`src/sv/cmfu_pkg.sv`:
```
package cmfu_pkg;

	// Default width of one direction component
	localparam int CMFU_COMPONENT_WIDTH = 16;

	// Width of the half-tile registers; also bounds every quotient
	localparam int HALF_TILE_BITS = 14;
	localparam int CFG_INDEX_W = 1;
	localparam int CFG_DATA_W = HALF_TILE_BITS;
	localparam int TEX_W = 16;
	localparam int FACE_W = 3;

	// Face centers, Q0.16
	localparam logic [TEX_W-1:0] C_1_8 = 16'd8192;
	localparam logic [TEX_W-1:0] C_3_8 = 16'd24576;
	localparam logic [TEX_W-1:0] C_5_8 = 16'd40960;
	localparam logic [TEX_W-1:0] C_7_8 = 16'd57344;
	localparam logic [TEX_W-1:0] C_1_2 = 16'd32768;
	localparam logic [TEX_W-1:0] C_1_6 = 16'd10923;
	localparam logic [TEX_W-1:0] C_5_6 = 16'd54613;

	typedef enum logic [FACE_W-1:0] {
		FACE_FRONT  = 3'd0,
		FACE_BACK   = 3'd1,
		FACE_RIGHT  = 3'd2,
		FACE_LEFT   = 3'd3,
		FACE_TOP    = 3'd4,
		FACE_BOTTOM = 3'd5
	} face_t;

	typedef enum logic [CFG_INDEX_W-1:0] {
		REG_HALF_TILE_WIDTH  = 1'b0,
		REG_HALF_TILE_HEIGHT = 1'b1
	} cfg_index_t;

	// Per-request control that travels beside the data
	typedef struct packed {
		face_t face;
		logic  neg_u;
		logic  neg_v;
		logic  zero_major;
	} cmfu_ctl_t;

	function automatic logic [TEX_W-1:0] center_u(input face_t f);
		logic [TEX_W-1:0] c;
		case (f)
			FACE_BACK:  c = C_7_8;
			FACE_RIGHT: c = C_5_8;
			FACE_LEFT:  c = C_1_8;
			default:    c = C_3_8;
		endcase
		return c;
	endfunction

	function automatic logic [TEX_W-1:0] center_v(input face_t f);
		logic [TEX_W-1:0] c;
		case (f)
			FACE_TOP:    c = C_5_6;
			FACE_BOTTOM: c = C_1_6;
			default:     c = C_1_2;
		endcase
		return c;
	endfunction

endpackage

```
`src/sv/cmfu_div.sv`:
```
module cmfu_div
	import cmfu_pkg::*;
#(
	parameter int COMPONENT_WIDTH = CMFU_COMPONENT_WIDTH,
	localparam int CW = COMPONENT_WIDTH,
	localparam int QW = HALF_TILE_BITS,
	localparam int DW = COMPONENT_WIDTH + HALF_TILE_BITS
) (
	input  logic          clk,
	input  logic          arst_n,
	input  logic          in_valid,
	output logic          in_ready,
	input  logic [DW-1:0] dividend_u,
	input  logic [DW-1:0] dividend_v,
	input  logic [CW-1:0] divisor,
	input  cmfu_ctl_t     in_ctl,
	output logic          out_valid,
	input  logic          out_ready,
	output logic [QW-1:0] quot_u,
	output logic [QW-1:0] quot_v,
	output cmfu_ctl_t     out_ctl
);

	// One quotient bit per stage, most significant first; both lanes share the divisor
	logic          v_s      [QW];
	logic [DW-1:0] rem_u_s  [QW];
	logic [DW-1:0] rem_v_s  [QW];
	logic [QW-1:0] q_u_s    [QW];
	logic [QW-1:0] q_v_s    [QW];
	logic [CW-1:0] dvs_s    [QW];
	cmfu_ctl_t     ctl_s    [QW];
	logic          rdy_s    [QW];

	genvar k;
	generate
		for (k = 0; k < QW; k++) begin : g_stage
			localparam int B = QW - 1 - k;

			logic          vin;
			logic [DW-1:0] rin_u, rin_v;
			logic [QW-1:0] qin_u, qin_v;
			logic [CW-1:0] dvs_in;
			cmfu_ctl_t     ctl_in;
			logic          rdy_next;
			logic [DW-1:0] shifted;
			logic [DW:0]   diff_u, diff_v;

			if (k == 0) begin : g_first
				assign vin    = in_valid;
				assign rin_u  = dividend_u;
				assign rin_v  = dividend_v;
				assign qin_u  = '0;
				assign qin_v  = '0;
				assign dvs_in = divisor;
				assign ctl_in = in_ctl;
			end else begin : g_rest
				assign vin    = v_s[k-1];
				assign rin_u  = rem_u_s[k-1];
				assign rin_v  = rem_v_s[k-1];
				assign qin_u  = q_u_s[k-1];
				assign qin_v  = q_v_s[k-1];
				assign dvs_in = dvs_s[k-1];
				assign ctl_in = ctl_s[k-1];
			end

			if (k == QW - 1) begin : g_last
				assign rdy_next = out_ready;
			end else begin : g_mid
				assign rdy_next = rdy_s[k+1];
			end

			assign rdy_s[k] = !v_s[k] || rdy_next;

			// Trial subtract of the divisor shifted to this bit
			assign shifted = DW'(dvs_in) << B;
			assign diff_u  = {1'b0, rin_u} - {1'b0, shifted};
			assign diff_v  = {1'b0, rin_v} - {1'b0, shifted};

			always_ff @(posedge clk or negedge arst_n) begin
				if (!arst_n) begin
					v_s[k] <= 1'b0;
				end else if (rdy_s[k]) begin
					v_s[k] <= vin;
				end
			end

			always_ff @(posedge clk) begin
				if (rdy_s[k] && vin) begin
					rem_u_s[k] <= diff_u[DW] ? rin_u : diff_u[DW-1:0];
					rem_v_s[k] <= diff_v[DW] ? rin_v : diff_v[DW-1:0];
					q_u_s[k]   <= qin_u | (QW'(!diff_u[DW]) << B);
					q_v_s[k]   <= qin_v | (QW'(!diff_v[DW]) << B);
					dvs_s[k]   <= dvs_in;
					ctl_s[k]   <= ctl_in;
				end
			end
		end
	endgenerate

	assign in_ready  = rdy_s[0];
	assign out_valid = v_s[QW-1];
	// A zero divisor only comes with zero dividends; the offset is zero then
	assign quot_u    = ctl_s[QW-1].zero_major ? '0 : q_u_s[QW-1];
	assign quot_v    = ctl_s[QW-1].zero_major ? '0 : q_v_s[QW-1];
	assign out_ctl   = ctl_s[QW-1];

`ifndef NO_ASSERTIONS
	a_rem_below_divisor: assert property (@(posedge clk) disable iff (!arst_n)
		v_s[QW-1] && !ctl_s[QW-1].zero_major |->
			(rem_u_s[QW-1] < DW'(dvs_s[QW-1])) && (rem_v_s[QW-1] < DW'(dvs_s[QW-1])))
		else $error("divider remainder not below divisor");

	a_zero_divisor_rem: assert property (@(posedge clk) disable iff (!arst_n)
		v_s[QW-1] && ctl_s[QW-1].zero_major |->
			(rem_u_s[QW-1] == '0) && (rem_v_s[QW-1] == '0))
		else $error("nonzero remainder with zero divisor");
`endif

endmodule

```
`config.mk`:
```
export PLATFORM = sky130hd
export DESIGN_NAME = cmfu_div
export DESIGN_NICKNAME = d
export VERILOG_FILES = /design/src/sv/cmfu_pkg.sv /design/src/sv/cmfu_div.sv
export SDC_FILE = /design/constraint.sdc
export NUM_CORES = 2
export LEC_CHECK = 0
export ABC_AREA = 1
export ABC_CLOCK_PERIOD_IN_PS = 5900
export BUFFER_PORTS_ARGS = -buffer_cell sky130_fd_sc_hd__buf_2
export CORE_ASPECT_RATIO = 2
export CORE_MARGIN = 10
export CORE_UTILIZATION = 58
export CTS_CLUSTER_DIAMETER = 30
export DETAILED_ROUTE_END_ITERATION = 8
export GPL_TIMING_DRIVEN = 0
export PLACE_DENSITY = 0.77
export SYNTH_ARGS = -nofsm -noshare
export SYNTH_HDL_FRONTEND = slang
export SYNTH_SLANG_ARGS = --single-unit
```
`constraint.sdc`:
```
create_clock -name clk -period 5.9 [get_ports clk]
set_input_delay 0.59 -clock clk [delete_from_list [all_inputs] [get_ports clk]]
set_output_delay 0.59 -clock clk [all_outputs]
set_load 0.05 [all_outputs]
```
==> run_results.csv <==
group,metric,value,unit
grt,grt_pass1_vias,66393,
place,dp_cells,10053,
sta,grt_setup_unrepaired,"false",
floorplanning,io_pins,122,
synth,syn_area,75700,um^2
place,port_buffers,121,
hold_path,hp-start,"in_valid",
cells_and_area,seqCellArea,38850,um^2
synth,yosys_register_bits,1296,
synth,synth_edf_count,1282,
hold_path,min_path_type,"in -> reg",
flow_run,cap_viol_max_count,0,
synth,syn_area_per_cell,9.225,um^2
critical_path,arrival,4490,ps
cells_and_area,syn2layout_area_growth,12.77,%
grt,grt_pass1_wl,406300,um
floorplanning,start_util,58.29,%
detailed_routing,drtAntennaViolNets,0,
critical_path,critPathRequiredTime,6290,ps
sta,relSlewSlack,3.332,%
critical_path,critPathTopFamily,"compound AO/OA/AOI/OAI gates",
critical_path,critPathMaxFanout,10,
detailed_routing,avgRoutedWirePerCell,27.24,um
sta,finalHoldViolCount,0,
critical_path,worst-r2r-setup-slack,1810,ps
sta,min_period_over_period,69.36,%
hold_path,hold-path-endpoint,"g_stage[1].vin",
critical_path,slowest_delay,1080,ps
synth,yosys_warnings,0,
critical_path,cp-end-kind,"flip-flop",
grt,grt_max_degree,76,
cells_and_area,fin_nets,9127,
synth,syn-num-nets,8764,
place,gp_congestion,1.120,
clock_network,clock_latency,820,ps
detailed_routing,via_per_inst,5.987,
sta,slew_viol_final,0,
outcome,status,"finished, final reports clean",
floorplanning,core,129900,um^2
hold_path,whs_path_depth,3,
cells_and_area,multi_input_area,32510,um^2
clock_network,h-tree-depth,4,
synth,yosys-top-cells-count,"1945 x nand2_1, 1282 x edfxtp_1, 936 x inv_1",
grt,grt_util_all_layers,39.07,%
critical_path,criticalPathCategory,"reg -> reg",
critical_path,cp_slowest_cell,"o21ai_1",
synth,synth_top_cells_by_area,"edfxtp_1 51%, nand2_1 9.6%, ha_1 7.4%",
synth,yosysMostFrequentCell,"nand2_1",
synth,yosysSeqAreaShare,51.32,%
critical_path,path_common_cell,"o21ai_2",
detailed_routing,first_pass_iters,8,
clock_network,clockBufferDepth,3,
floorplanning,die_y,530.9,um
sta,final-setup-viol-count,0,
cells_and_area,fillCellCount,10442,
grt,overflow,0,
detailed_routing,drt_iter0_drc,3778,
power_and_ir_drop,power,56.89,mW
detailed_routing,vias,62438,
place,hpwl,225000,um
cells_and_area,drive_gt1_share,9.759,%
critical_path,rr_startpoint,"rem_v_s[0][99]",
clock_network,clock_sinks,1296,
synth,async_flop_share,1.080,%
floorplanning,die_x,275.5,um
sta,worst_slew_pin_slew,1440,ps
clock_network,cts.clk_slew.worst_paths,70,ps
clock_network,numCtsBuffers,166,
critical_path,crit_buf_inv,3,
critical_path,timing.rr.end,"rem_v_s[0][140]",
clock_network,root_buffer,"clkbuf_16",
critical_path,startpoint_type,"flip-flop",
grt,antenna_found_initial,22,
critical_path,path_cells,"inv_1 -> ha_1 -> o21ai_2 -> a21boi_2 -> o21ai_2 -> nand2_1 -> nand2_4 -> inv_2 -> buf_6 -> o21ai_1",
cells_and_area,fin_cells,10429,
detailed_routing,drc,0,
critical_path,r2r_cells,10,
sta,fin_crit,4092,ps
synth,yosysTopAreaCell,"edfxtp_1",
synth,synth_cell_types,60,
sta,skew,36.38,ps
power_and_ir_drop,ir_worst_vdd,0.0004069,V
synth,netlist.area_leader.share,50.86,%
sta,hold_ws,30.58,ps
sta,tns,0,ps
detailed_routing,wirelength,284100,um
clock_network,cts_tree,"yes",
sta,max_freq,244.4,MHz
synth,ys.flop_type,"edfxtp_1",
power_and_ir_drop,powerDensity,666.4,nW/um^2
floorplanning,die_area,146200,um^2
floorplanning,rows,187,
synth,syn_inst,8206,
power_and_ir_drop,p_leak,35.21,nW
[placed cells by master (no fill, tap or decap), types with 38 or more instances in the layout]
master / netlist / final
inv_1: 936 / 929
a21o_1: 38 / 38
clkbuf_16: 0 / 167
o21ai_2: 102 / 102
xnor2_1: 221 / 221
or2_2: 55 / 55
a21oi_2: 60 / 60
nor2_1: 856 / 853
buf_6: 44 / 45
nand4_1: 119 / 119
buf_2: 29 / 150
edfxtp_1: 1282 / 1282
nor3_1: 80 / 80
o21ai_0: 302 / 299
o21ai_1: 254 / 257
xor2_1: 99 / 98
nand2_1: 1945 / 1945
ha_1: 446 / 446
dlygate4sd3_1: 0 / 48
nand3_1: 427 / 427
nand3b_1: 87 / 87
a21oi_1: 523 / 519
[sequential cells by signal, indices dropped and copies added (netlist names)]
register     flops
rem_v_s        390
ctl_s           84
out_valid        1
g_stage.vin     13
q_u_s          105
rem_u_s        390
dvs_s          208
q_v_s          105
[timing repair]
| item | CTS | global route |
|---|---|---|
| endpoints found under the hold margin | 61 | 0 |
| hold buffers | 48 | 0 |
| resized for setup | 0 | 0 |
| buffers inserted | 0 | 0 |
| endpoints found under the setup margin | 0 | 0 |
[metrics by stage]
stage          setup WS [ps]  instance area [um^2]  util [%]
2_1_floorplan          20.39                 75710         -
3_3_place_gp           -1972                 78440     60.41
3_5_place_dp            1950                 79060     60.89
4_1_cts                 2032                 85300     65.69
5_1_grt                 1855                 85330     65.71
6_report                1808                 85370     65.74
[worst max-delay path by stage]
stage | from | to | slack (ps) | depth (start not counted)
CTS | ctl_s[1][30] | quot_u[6] | 2030 | 4
global placement | out_ready | rem_u_s[1][60] | -1970 | 7
detailed placement | divisor[14] | rem_v_s[0][19] | 1950 | 11
finish | rem_v_s[0][99] | rem_v_s[0][140] | 1810 | 10
global route | dvs_s[0][11] | rem_v_s[0][55] | 1860 | 12
floorplan | out_valid | ctl_s[1][12] | 20 | 5
[layout make-up]
type                       instances  share of cell area [%]
sequential                      1296                   45.51
multi-input combinational       5853                   38.08
clock buffer                     181                   4.992
inverter                         966                   4.292
tap                             1701                   2.493
timing repair buffer             195                   1.927
clock inverter                   128                   1.750
buffer                            91                  0.9058
antenna                           18                 0.05277
[routing by layer]
layer / global-route usage, % / share of wire (%) / up-vias
li1: - / - / 28827
met1: 22.92 / 22 / 29067
met2: 76.25 / 56 / 2764
met3: 8.502 / 4.8 / 1766
met4: 54.76 / 17 / 14
met5: 0 / 0.037 / -
[where the power goes]
part           leakage (nW)  internal, mW  switching (mW)  total [mW]
Clock                  2.78          5.81            4.58        10.4
Combinational          20.0          9.18            19.2        28.4
Sequential             12.4          15.7            2.37        18.1
[worst min-delay path, stage by stage]
cell,delay [ps]
buf_2,90
inv_1,40
nand2_1,70
[cells by family after synthesis]
logic type,count (synthesis),synth area share [%]
AO/OA/AOI/OAI,1379,10.43
XOR/XNOR,320,3.702
AND/OR/NAND/NOR,3682,20.65
adder cells (fa/ha/maj),472,8.060
flip-flops,1296,51.32
buffers and inverters,1057,5.836
Power figures use the tool's default switching activity.
