## config.mk

```make
export PLATFORM = sky130hd
export DESIGN_NAME = cmfu_front
export DESIGN_NICKNAME = d
export VERILOG_FILES = /design/src/sv/cmfu_pkg.sv /design/src/sv/cmfu_front.sv
export SDC_FILE = /design/constraint.sdc
export NUM_CORES = 1
export LEC_CHECK = 0
export ABC_AREA = 1
export ABC_CLOCK_PERIOD_IN_PS = 16000
export BUFFER_PORTS_ARGS = -buffer_cell sky130_fd_sc_hd__buf_2
export CAP_MARGIN = 15
export CORE_MARGIN = 5
export CORE_UTILIZATION = 50
export CTS_BUF_LIST = sky130_fd_sc_hd__clkbuf_16
export CTS_CLUSTER_SIZE = 40
export DETAILED_ROUTE_END_ITERATION = 10
export GPL_TIMING_DRIVEN = 0
export PLACE_DENSITY = 0.73
export SLEW_MARGIN = 20
export SYNTH_ARGS = -nofsm -noshare
export SYNTH_HDL_FRONTEND = slang
export SYNTH_SLANG_ARGS = --single-unit
```

## constraint.sdc

```tcl
create_clock -name clk -period 16 [get_ports clk]
set_clock_uncertainty 0.1 [all_clocks]
set_input_delay 4.8 -clock clk [delete_from_list [all_inputs] [get_ports clk]]
set_output_delay 4.8 -clock clk [all_outputs]
set_load 0.01 [all_outputs]
```

## src/sv/cmfu_pkg.sv

```systemverilog
package cmfu_pkg;

	// Default width of one direction component
	localparam int CMFU_COMPONENT_WIDTH = 16;

	// Width of the half-tile registers; also bounds every quotient
	localparam int HALF_TILE_BITS = 14;
	localparam int CFG_INDEX_W = 1;
	localparam int CFG_DATA_W = HALF_TILE_BITS;
	localparam int TEX_W = 16;
	localparam int FACE_W = 3;

	// Face centers, Q0.16
	localparam logic [TEX_W-1:0] C_1_8 = 16'd8192;
	localparam logic [TEX_W-1:0] C_3_8 = 16'd24576;
	localparam logic [TEX_W-1:0] C_5_8 = 16'd40960;
	localparam logic [TEX_W-1:0] C_7_8 = 16'd57344;
	localparam logic [TEX_W-1:0] C_1_2 = 16'd32768;
	localparam logic [TEX_W-1:0] C_1_6 = 16'd10923;
	localparam logic [TEX_W-1:0] C_5_6 = 16'd54613;

	typedef enum logic [FACE_W-1:0] {
		FACE_FRONT  = 3'd0,
		FACE_BACK   = 3'd1,
		FACE_RIGHT  = 3'd2,
		FACE_LEFT   = 3'd3,
		FACE_TOP    = 3'd4,
		FACE_BOTTOM = 3'd5
	} face_t;

	typedef enum logic [CFG_INDEX_W-1:0] {
		REG_HALF_TILE_WIDTH  = 1'b0,
		REG_HALF_TILE_HEIGHT = 1'b1
	} cfg_index_t;

	// Per-request control that travels beside the data
	typedef struct packed {
		face_t face;
		logic  neg_u;
		logic  neg_v;
		logic  zero_major;
	} cmfu_ctl_t;

	function automatic logic [TEX_W-1:0] center_u(input face_t f);
		logic [TEX_W-1:0] c;
		case (f)
			FACE_BACK:  c = C_7_8;
			FACE_RIGHT: c = C_5_8;
			FACE_LEFT:  c = C_1_8;
			default:    c = C_3_8;
		endcase
		return c;
	endfunction

	function automatic logic [TEX_W-1:0] center_v(input face_t f);
		logic [TEX_W-1:0] c;
		case (f)
			FACE_TOP:    c = C_5_6;
			FACE_BOTTOM: c = C_1_6;
			default:     c = C_1_2;
		endcase
		return c;
	endfunction

endpackage

```

## src/sv/cmfu_front.sv

```systemverilog
module cmfu_front
	import cmfu_pkg::*;
#(
	parameter int COMPONENT_WIDTH = CMFU_COMPONENT_WIDTH,
	localparam int CW = COMPONENT_WIDTH,
	localparam int DW = COMPONENT_WIDTH + HALF_TILE_BITS
) (
	input  logic                      clk,
	input  logic                      arst_n,
	input  logic                      in_valid,
	output logic                      in_ready,
	input  logic signed [CW-1:0]      ray_x,
	input  logic signed [CW-1:0]      ray_y,
	input  logic signed [CW-1:0]      ray_z,
	input  logic [HALF_TILE_BITS-1:0] half_w,
	input  logic [HALF_TILE_BITS-1:0] half_h,
	output logic                      out_valid,
	input  logic                      out_ready,
	output logic [DW-1:0]             prod_u,
	output logic [DW-1:0]             prod_v,
	output logic [CW-1:0]             major,
	output cmfu_ctl_t                 ctl
);

	logic [CW-1:0] ax, ay, az;
	logic          sx, sy, sz;
	logic          pos_x, pos_y, pos_z;
	logic          z_major, x_major;
	logic [CW-1:0] mag_u_c, mag_v_c, major_c;
	cmfu_ctl_t     ctl_c;

	logic          v_s1;
	logic [CW-1:0] mag_u_s1, mag_v_s1, major_s1;
	cmfu_ctl_t     ctl_s1;
	logic          rdy_s1;

	logic          v_s2;
	logic [DW-1:0] prod_u_s2, prod_v_s2;
	logic [CW-1:0] major_s2;
	cmfu_ctl_t     ctl_s2;
	logic          rdy_s2;

	// Take magnitudes and signs of the three components
	always_comb begin
		sx = ray_x[CW-1];
		sy = ray_y[CW-1];
		sz = ray_z[CW-1];
		ax = sx ? (~ray_x + 1'b1) : ray_x;
		ay = sy ? (~ray_y + 1'b1) : ray_y;
		az = sz ? (~ray_z + 1'b1) : ray_z;
		pos_x = !sx && (ray_x != '0);
		pos_y = !sy && (ray_y != '0);
		pos_z = !sz && (ray_z != '0);
		z_major = (az >= ax) && (az >= ay);
		x_major = (ax >= ay);
	end

	// Pick the face and route the two minor components to u and v
	always_comb begin
		ctl_c = '0;
		if (z_major) begin
			ctl_c.face  = pos_z ? FACE_FRONT : FACE_BACK;
			mag_u_c     = ax;
			mag_v_c     = ay;
			major_c     = az;
			ctl_c.neg_u = sx ^ !pos_z;
			ctl_c.neg_v = sy;
		end else if (x_major) begin
			ctl_c.face  = pos_x ? FACE_RIGHT : FACE_LEFT;
			mag_u_c     = az;
			mag_v_c     = ay;
			major_c     = ax;
			ctl_c.neg_u = sz ^ pos_x;
			ctl_c.neg_v = sy;
		end else begin
			ctl_c.face  = pos_y ? FACE_TOP : FACE_BOTTOM;
			mag_u_c     = ax;
			mag_v_c     = az;
			major_c     = ay;
			ctl_c.neg_u = sx;
			ctl_c.neg_v = sz ^ pos_y;
		end
		ctl_c.zero_major = (major_c == '0);
	end

	assign rdy_s2   = !v_s2 || out_ready;
	assign rdy_s1   = !v_s1 || rdy_s2;
	assign in_ready = rdy_s1;

	// Stage 1: hold the selected request
	always_ff @(posedge clk or negedge arst_n) begin
		if (!arst_n) begin
			v_s1 <= 1'b0;
		end else if (rdy_s1) begin
			v_s1 <= in_valid;
		end
	end

	always_ff @(posedge clk) begin
		if (rdy_s1 && in_valid) begin
			mag_u_s1 <= mag_u_c;
			mag_v_s1 <= mag_v_c;
			major_s1 <= major_c;
			ctl_s1   <= ctl_c;
		end
	end

	// Stage 2: scale the minor magnitudes by the half-tile sizes
	always_ff @(posedge clk or negedge arst_n) begin
		if (!arst_n) begin
			v_s2 <= 1'b0;
		end else if (rdy_s2) begin
			v_s2 <= v_s1;
		end
	end

	always_ff @(posedge clk) begin
		if (rdy_s2 && v_s1) begin
			prod_u_s2 <= DW'(mag_u_s1) * DW'(half_w);
			prod_v_s2 <= DW'(mag_v_s1) * DW'(half_h);
			major_s2  <= major_s1;
			ctl_s2    <= ctl_s1;
		end
	end

	assign out_valid = v_s2;
	assign prod_u    = prod_u_s2;
	assign prod_v    = prod_v_s2;
	assign major     = major_s2;
	assign ctl       = ctl_s2;

`ifndef NO_ASSERTIONS
	a_zero_major_minor: assert property (@(posedge clk) disable iff (!arst_n)
		v_s1 && ctl_s1.zero_major |-> (mag_u_s1 == '0) && (mag_v_s1 == '0))
		else $error("minor component exceeds a zero major component");
`endif

endmodule

```

==> flow_metrics.env, run 1 <==
export IMPL_period_minus_slack_ps=10700
export IMPL_synthDistinctLibCells=45
export IMPL_max_cap_viol_count=0
export IMPL_path_clk_slew_ps=80
export IMPL_async_reset_ff_frac=0.0145
export IMPL_pin_count=164
export IMPL_cts_tree="built"
export IMPL_io_buffers=133
export IMPL_crit_required_ps=16110
export IMPL_die_y_um=224
export IMPL_grt_ovfl_total=0
export IMPL_viasPerCell=5.25
export IMPL_preCtsSetupSlack_ps=4880
export IMPL_seq_area_frac_synth=0.181
export IMPL_avgSynthCellArea_um2=8.05
export IMPL_cts_setup_buffers=0
export IMPL_grt_first_pass_wirelength_mm=100
export IMPL_synth_edf_count=136
export IMPL_outcome="complete, no violations"
export IMPL_rsz0062_at_grt="false"
export IMPL_num_vias=19000
export IMPL_cts_resized=0
export IMPL_htree_levels=4
export IMPL_drtIter0Drc=1693
export IMPL_cts_made_buffers=17
export IMPL_tns_ps=0
export IMPL_slew_violations=0
export IMPL_postRouteAntennaNets=0
export IMPL_critPathCaptureType="register"
export IMPL_layout_setup_ws_ps=5300
export IMPL_final_cells=3613
export IMPL_critPathArrivalTime_ps=10820
export IMPL_drcViolationCount=0
export IMPL_grt_pass1_vias=19700
export IMPL_critPathLaunchType="input port"
export IMPL_gp_congestion=0.963
export IMPL_grt_start_max_net_pins=40
export IMPL_placed_cells=3579
export IMPL_critPathKind="in -> reg"
export IMPL_start_util=0.505
export IMPL_hold_path_class="reg -> reg"
export IMPL_rows=78
export IMPL_slew_headroom=0.443
export IMPL_grt_total_usage=0.252
export IMPL_worstPathMaxFanout=10
export IMPL_utilization=0.553
export IMPL_synthToLayoutAreaGrowth_pct=9.41
export IMPL_synthCells=2842
export IMPL_finalNetCount=3647
export IMPL_finalHoldViolCount=0
export IMPL_wire_per_inst_um=17.1
export IMPL_dieWidth_um=224
export IMPL_clock_sinks=138
export IMPL_postCtsHoldBufs=0
export IMPL_routed_wirelength_mm=61.7
export IMPL_coreArea_um2=45300
export IMPL_fin_crit_sh=0.669
export IMPL_netlist_area_um2=22900
export IMPL_synth_seq_cells=138
export IMPL_first_pass_iters=9
export IMPL_max_freq_mhz=93.4
export IMPL_dieArea_um2=50200
export IMPL_dpl_hpwl_mm=50.7
export IMPL_antenna_found_initial=3
export IMPL_cts_buffer_depth=2
export IMPL_synthFlopType="edfxtp_1"
export IMPL_tightest_slew_ps=835
export IMPL_ys_warn_count=0
export IMPL_root_buffer="clkbuf_16"
export IMPL_synthesis_nets=3491
export IMPL_final_setup_viol_count=0
export IMPL_layout_drive_gt1_share=0.0774
export IMPL_insertion_delay_ps=470
[stage by stage]
step                hold slack [ps]  area (µm²)
floorplan                       300       22900
global placement                306       24300
detailed placement              306       24400
CTS                             318       25000
global route                    324       25000
finish                          315       25000
[layout make-up]
cell class	count	area [µm²]
Buffer	106	443
Timing Repair Buffer	137	761
Tap cell	600	751
Fill cell	4219	20200
Clock buffer	17	425
Inverter	739	2780
Clock inverter	15	201
Sequential cell	138	4130
Multi-Input combinational cell	1859	15500
Antenna cell	2	5.00
[final timing paths]
| path | from | endpoint | slack, ps | cells after the start |
|---|---|---|---|---|
| max in group asynchronous | arst_n | out_valid | 11710 | 1 |
| setup reg to reg | mag_v_s1[7] | prod_v[25] | 9400 | 22 |
| hold / removal | major_s1[9] | major[9] | 320 | 0 |
| min in group asynchronous | arst_n | v_s1 | 4000 | 1 |
| setup / recovery | half_h[5] | prod_v[25] | 5300 | 23 |
| hold reg to reg | major_s1[9] | major[9] | 320 | 0 |
[cells in the mapped netlist, drive strengths merged (17+ instances only)]
cell type	instances	area share
nand2	783	0.13
inv	739	0.12
fa	330	0.29
ha	239	0.13
edfxtp	136	0.18
clkbuf	92	0.015
nor2	91	0.016
nand3	90	0.020
a21oi	88	0.020
o21ai	85	0.019
xor2	60	0.024
xnor2	22	0.0084
nor3	17	0.0046
[critical path: stages]
cell	delay, ps
clkbuf_1	290
clkbuf_1	540
nand2_1	160
fa_1	650
fa_1	470
fa_1	550
inv_1	50
fa_1	440
fa_1	510
inv_1	60
fa_1	470
inv_1	40
ha_1	350
a21oi_1	200
a21boi_0	280
nand2_1	90
a31oi_1	330
inv_1	100
nand2_1	100
nand2_1	90
nand2_1	60
nand2_1	50
xor2_1	140
[cell families after synthesis]
| kind of cell | after synthesis | share of synthesized area |
|---|---|---|
| buffers and inverters | 845 | 0.141 |
| AO/OA/AOI/OAI | 201 | 0.0485 |
| AND/OR/NAND/NOR | 1007 | 0.179 |
| flip-flops | 138 | 0.181 |
| adder cells (fa/ha/maj) | 569 | 0.419 |
| XOR/XNOR | 82 | 0.0320 |
[cell usage in the layout (no fill, tap or decap), types with 81 or more instances in the layout]
master,instances
a21oi_1,81
buf_2,142
clkbuf_1,92
edfxtp_1,136
fa_1,330
ha_1,239
inv_1,733
nand2_1,772
nand3_1,87
nor2_1,84
[sequential cells by signal, indices dropped and copies added, names as in the netlist]
name / flops
v_s1: 1
ctl: 6
out_valid: 1
prod_u: 30
prod_v: 30
major_s1: 16
mag_u_s1: 16
ctl_s1: 6
mag_v_s1: 16
major: 16
[layer usage]
layer	GRT usage	wire [µm]
met1	0.330	25300
met2	0.420	29300
met3	0.0448	4910
met4	0.0937	2160
met5	0	0
Power of run 1 is left out: the tool's default activity adds up to more than one toggle a clock period on the data nets, which glitch-free logic cannot reach.
==> run 2: changes to the inputs <==
--- a/config.mk
+++ b/config.mk
@@ -6,7 +6,7 @@
 export NUM_CORES = 1
 export LEC_CHECK = 0
 export ABC_AREA = 1
-export ABC_CLOCK_PERIOD_IN_PS = 16000
+export ABC_CLOCK_PERIOD_IN_PS = 9100
 export BUFFER_PORTS_ARGS = -buffer_cell sky130_fd_sc_hd__buf_2
 export CAP_MARGIN = 15
 export CORE_MARGIN = 5
@@ -15,7 +15,7 @@
 export CTS_CLUSTER_SIZE = 40
 export DETAILED_ROUTE_END_ITERATION = 10
 export GPL_TIMING_DRIVEN = 0
-export PLACE_DENSITY = 0.73
+export PLACE_DENSITY = 0.76
 export SLEW_MARGIN = 20
 export SYNTH_ARGS = -nofsm -noshare
 export SYNTH_HDL_FRONTEND = slang
==> constraint.sdc (replaced) <==
create_clock -name clk -period 9.1 [get_ports clk]
set_clock_uncertainty 0.1 [all_clocks]
set_input_delay 2.73 -clock clk [delete_from_list [all_inputs] [get_ports clk]]
set_output_delay 2.73 -clock clk [all_outputs]
set_load 0.01 [all_outputs]
==> run 2 against run 1 <==
  * Clock-buffer cell count unchanged
  * Non-clock buffer count unchanged
  * Setup slack got worse by 4700 ps
  * Sequential cell count unchanged
  * Die area unchanged
  * Via count decreased by 3.1%
  * Critical path depth increased by 2
  * Routed wire length decreased by 6.9%
  * Global-route usage decreased by 1.9 points
  * Hold slack got worse by 2.1 ps
  * Design area decreased by 0.27%
  * First-iteration DRC count decreased by 17%
  * Critical path type unchanged
==> flow_metrics.env, run 2 (synthesis gave the netlist of run 1 again) <==
export IMPL_drtIter0Drc=1400
export IMPL_coreArea_um2=45300
export IMPL_finalNetCount=3647
export IMPL_slowest_delay_ps=530
export IMPL_viasPerCell=5.08
export IMPL_rsz0062_at_grt="false"
export IMPL_multi_input_area_um2=15500
export IMPL_tns_ps=0
export IMPL_dpl_hpwl_mm=47.7
export IMPL_cts_resized=0
export IMPL_slew_headroom=0.347
export IMPL_reg2reg_setup_slack_ps=2530
export IMPL_holdPathStages=0
export IMPL_dieArea_um2=50200
export IMPL_hold_start="major_s1[11]"
export IMPL_max_freq_mhz=117
export IMPL_final_common_cell="nand2_1"
export IMPL_critPathCaptureType="register"
export IMPL_slowest_stage="clkbuf_1"
export IMPL_critPathLaunchType="input port"
export IMPL_antenna_found_initial=3
export IMPL_synthToLayoutAreaGrowth_pct=9.11
export IMPL_hold_path_end="major[11]"
export IMPL_postCtsHoldBufs=0
export IMPL_htree_levels=4
export IMPL_tightest_slew_ps=970
export IMPL_dieWidth_um=224
export IMPL_slew_violations=0
export IMPL_final_cell_mix="nand2_1 (772), inv_1 (734), fa_1 (330)"
export IMPL_wire_per_inst_um=15.9
export IMPL_pin_count=164
export IMPL_fin_crit_sh=0.940
export IMPL_cts_buffer_depth=2
export IMPL_rows=78
export IMPL_timing_rr_start="mag_v_s1[6]"
export IMPL_critPathArrivalTime_ps=8690
export IMPL_placed_area_um2=24400
export IMPL_grt_first_pass_wirelength_mm=92.6
export IMPL_cts_setup_buffers=0
export IMPL_postRouteAntennaNets=0
export IMPL_first_pass_iters=5
export IMPL_cts_made_buffers=17
export IMPL_io_buffers=133
export IMPL_preCtsSetupSlack_ps=174
export IMPL_r2r_cells=22
export IMPL_worstPathMaxFanout=10
export IMPL_critPathKind="in -> reg"
export IMPL_num_fill_cells=4209
export IMPL_clock_sinks=138
export IMPL_critPathTopFamily="adder cells"
export IMPL_grt_total_usage=0.233
export IMPL_outcome="complete, no violations"
export IMPL_num_vias=18400
export IMPL_final_area_um2=25000
export IMPL_path_clk_slew_ps=80
export IMPL_start_util=0.505
export IMPL_final_setup_viol_count=0
export IMPL_finalHoldViolCount=0
export IMPL_drcViolationCount=0
export IMPL_r2r_end="prod_v[25]"
export IMPL_grt_start_max_net_pins=55
export IMPL_crit_required_ps=9240
export IMPL_crit_buf_inv=8
export IMPL_grt_ovfl_total=0
export IMPL_layout_setup_ws_ps=550
export IMPL_grt_pass1_vias=18200
export IMPL_cp_depth=25
export IMPL_layout_drive_gt1_share=0.0771
export IMPL_seq_area_um2=4130
export IMPL_period_minus_slack_ps=8550
export IMPL_gp_congestion=0.961
export IMPL_cts_tree="built"
export IMPL_root_buffer="clkbuf_16"
export IMPL_max_cap_viol_count=0
export IMPL_insertion_delay_ps=500
export IMPL_routed_wirelength_mm=57.4
export IMPL_hold_path_class="reg -> reg"
export IMPL_die_y_um=224
==> run 2: worst register-to-register path: cells and delay by family (launching register included) <==
kind | cells | cell delay [ps]
XOR/XNOR | 1 | 140
flip-flops | 1 | 500
AND/OR/NAND/NOR | 6 | 630
AO/OA/AOI/OAI | 3 | 800
buffers and inverters | 5 | 810
adder cells (fa/ha/maj) | 7 | 3340
==> run 2: worst max path at each step <==
stage | slack [ps] | endpoint | startpoint
after floorplan | 1010 | prod_v[25] | half_h[5]
after global placement | -610 | prod_u[28] | out_ready
after detailed placement | 170 | prod_v[25] | half_h[4]
after CTS | 710 | prod_v[25] | half_h[4]
after global routing | 370 | prod_v[25] | half_h[2]
final | 550 | prod_v[25] | half_h[4]
==> run 2: layer usage <==
| layer | vias up | track usage | wire length (µm) |
|---|---|---|---|
| li1 | 8792 | - | - |
| met1 | 8780 | 0.320 | 24800 |
| met2 | 675 | 0.373 | 26800 |
| met3 | 109 | 0.0524 | 4420 |
| met4 | 4 | 0.0682 | 1380 |
| met5 | - | 0 | 27 |
==> run 2: layout make-up <==
type / instances / area share
clock inverters: 15 / 0.00521
clock buffers: 17 / 0.0170
diodes: 1 / 0.000100
plain buffers: 106 / 0.0177
repair buffers: 137 / 0.0306
well taps: 600 / 0.0301
multi-input cells: 1859 / 0.622
flip-flops and latches: 138 / 0.166
inverters: 739 / 0.111
==> run 2: through the flow <==
stage	hold slack [ps]	utilization	std cells
after floorplan	300	-	2842
after global placement	303	0.537	3575
after detailed placement	305	0.539	3579
after CTS	317	0.551	3611
after global routing	324	0.551	3612
final	313	0.551	3612
Power of run 2 is left out for the same reason.
==> run 3: changes to the inputs <==
--- a/config.mk
+++ b/config.mk
@@ -11,7 +11,6 @@
 export CAP_MARGIN = 15
 export CORE_MARGIN = 5
 export CORE_UTILIZATION = 50
-export CTS_BUF_LIST = sky130_fd_sc_hd__clkbuf_16
 export CTS_CLUSTER_SIZE = 40
 export DETAILED_ROUTE_END_ITERATION = 10
 export GPL_TIMING_DRIVEN = 0
==> run 3 against run 2 <==
  * Register-to-register slack barely moved
  * Sequential cell count unchanged
  * Critical endpoint unchanged
  * Clock-buffer cell count is 1 higher
  * Die area unchanged
  * Fmax unchanged
  * Setup slack about the same
  * Via count unchanged
  * Global-route usage is the same
  * Design area unchanged
  * Hold slack about the same
  * Sequential share of layout area is the same
  * Core utilization unchanged
==> flow_metrics.env, run 3 (synthesis gave the netlist of run 1 again) <==
export IMPL_grt_total_usage=0.233
export IMPL_grt_ovfl_total=0
export IMPL_postRouteAntennaNets=0
export IMPL_critPathKind="in -> reg"
export IMPL_holdPathStages=0
export IMPL_cts_tree="built"
export IMPL_cts_made_buffers=17
export IMPL_dieWidth_um=224
export IMPL_cts_setup_buffers=0
export IMPL_coreArea_um2=45300
export IMPL_placed_area_um2=24400
export IMPL_first_pass_iters=5
export IMPL_start_util=0.505
export IMPL_hold_path_class="reg -> reg"
export IMPL_io_buffers=133
export IMPL_insertion_delay_ps=500
export IMPL_grt_start_max_net_pins=55
export IMPL_htree_levels=4
export IMPL_slew_violations=0
export IMPL_routed_wirelength_mm=57.4
export IMPL_final_cell_mix="nand2_1 (772), inv_1 (733), fa_1 (330)"
export IMPL_rsz0062_at_grt="false"
export IMPL_cts_buffer_depth=2
export IMPL_synthToLayoutAreaGrowth_pct=9.11
export IMPL_final_common_cell="nand2_1"
export IMPL_fin_crit_sh=0.940
export IMPL_seq_area_um2=4130
export IMPL_final_cells=3612
export IMPL_final_setup_viol_count=0
export IMPL_multi_input_area_um2=15500
export IMPL_layout_setup_ws_ps=550
export IMPL_period_minus_slack_ps=8550
export IMPL_gp_congestion=0.961
export IMPL_layout_drive_gt1_share=0.0771
export IMPL_antenna_found_initial=3
export IMPL_startpoint="half_h[4]"
export IMPL_num_vias=18400
export IMPL_drtIter0Drc=1400
export IMPL_hold_start="major_s1[11]"
export IMPL_dieArea_um2=50200
export IMPL_grt_pass1_vias=18200
export IMPL_die_y_um=224
export IMPL_wire_per_inst_um=15.9
export IMPL_tightest_slew_ps=970
export IMPL_finalNetCount=3647
export IMPL_max_cap_viol_count=0
export IMPL_placed_cells=3579
export IMPL_critPathCaptureType="register"
export IMPL_preCtsSetupSlack_ps=174
export IMPL_viasPerCell=5.08
export IMPL_max_freq_mhz=117
export IMPL_r2r_cells=22
export IMPL_dpl_hpwl_mm=47.7
export IMPL_drcViolationCount=0
export IMPL_timing_rr_start="mag_v_s1[6]"
export IMPL_final_area_um2=25000
export IMPL_root_buffer="clkbuf_16"
export IMPL_worstPathMaxFanout=10
export IMPL_finalHoldViolCount=0
export IMPL_crit_required_ps=9240
export IMPL_path_clk_slew_ps=80
export IMPL_critPathArrivalTime_ps=8690
export IMPL_slew_headroom=0.347
export IMPL_outcome="complete, no violations"
export IMPL_critPathLaunchType="input port"
export IMPL_rows=78
export IMPL_postCtsHoldBufs=0
export IMPL_clock_sinks=138
export IMPL_cts_resized=0
export IMPL_pin_count=164
export IMPL_grt_first_pass_wirelength_mm=92.6
export IMPL_num_fill_cells=4209
==> run 3: cell types whose count changed in the layout (fill, tap and decap cells not counted) <==
cell      delta
clkbuf_1     +1
inv_1        -1
==> run 3: final timing paths <==
check,to,slack [ps]
max in group asynchronous,v_s1,6880
setup reg to reg,prod_v[25],2530
hold reg to reg,major[11],310
min in group asynchronous,out_valid,1920
setup / recovery,prod_v[25],550
hold / removal,major[11],310
==> run 3: stage by stage <==
stage / hold slack [ps] / util / setup TNS, ps
3_3_place_gp: 303 / 0.537 / -48090
6_report: 313 / 0.551 / 0
3_5_place_dp: 305 / 0.539 / 0
4_1_cts: 316 / 0.551 / 0
2_1_floorplan: 300 / - / 0
5_1_grt: 324 / 0.551 / 0
==> run 3: worst max-delay path: stages <==
cell      delay (ps)
clkbuf_1         400
clkbuf_1         530
nand2_1          100
inv_1             90
fa_1             400
inv_1             80
fa_1             400
inv_1             80
fa_1             460
fa_1             460
fa_1             510
inv_1             50
fa_1             480
inv_1             40
ha_1             350
a21oi_1          220
a21boi_0         210
nand2_1           70
a31oi_1          370
inv_1            110
nand2_1          110
nand2_1          120
nand2_1           90
nand2_1           60
xor2_1           140
==> run 3: final cells by class <==
type / instances / area share
Buffer: 106 / 0.0177
Clock buffer: 18 / 0.0172
Multi-Input combinational cell: 1859 / 0.622
Clock inverter: 14 / 0.00506
Inverter: 739 / 0.111
Tap cell: 600 / 0.0301
Antenna cell: 1 / 0.000100
Sequential cell: 138 / 0.166
Timing Repair Buffer: 137 / 0.0306
==> run 3: per-layer routing <==
metal | vias up | part of all wire | global-route usage
met5 | - | 0.00047 | 0
met4 | 4 | 0.024 | 0.0682
met3 | 109 | 0.077 | 0.0524
met2 | 672 | 0.47 | 0.373
met1 | 8783 | 0.43 | 0.320
li1 | 8792 | - | -
Power of run 3 is left out for the same reason.
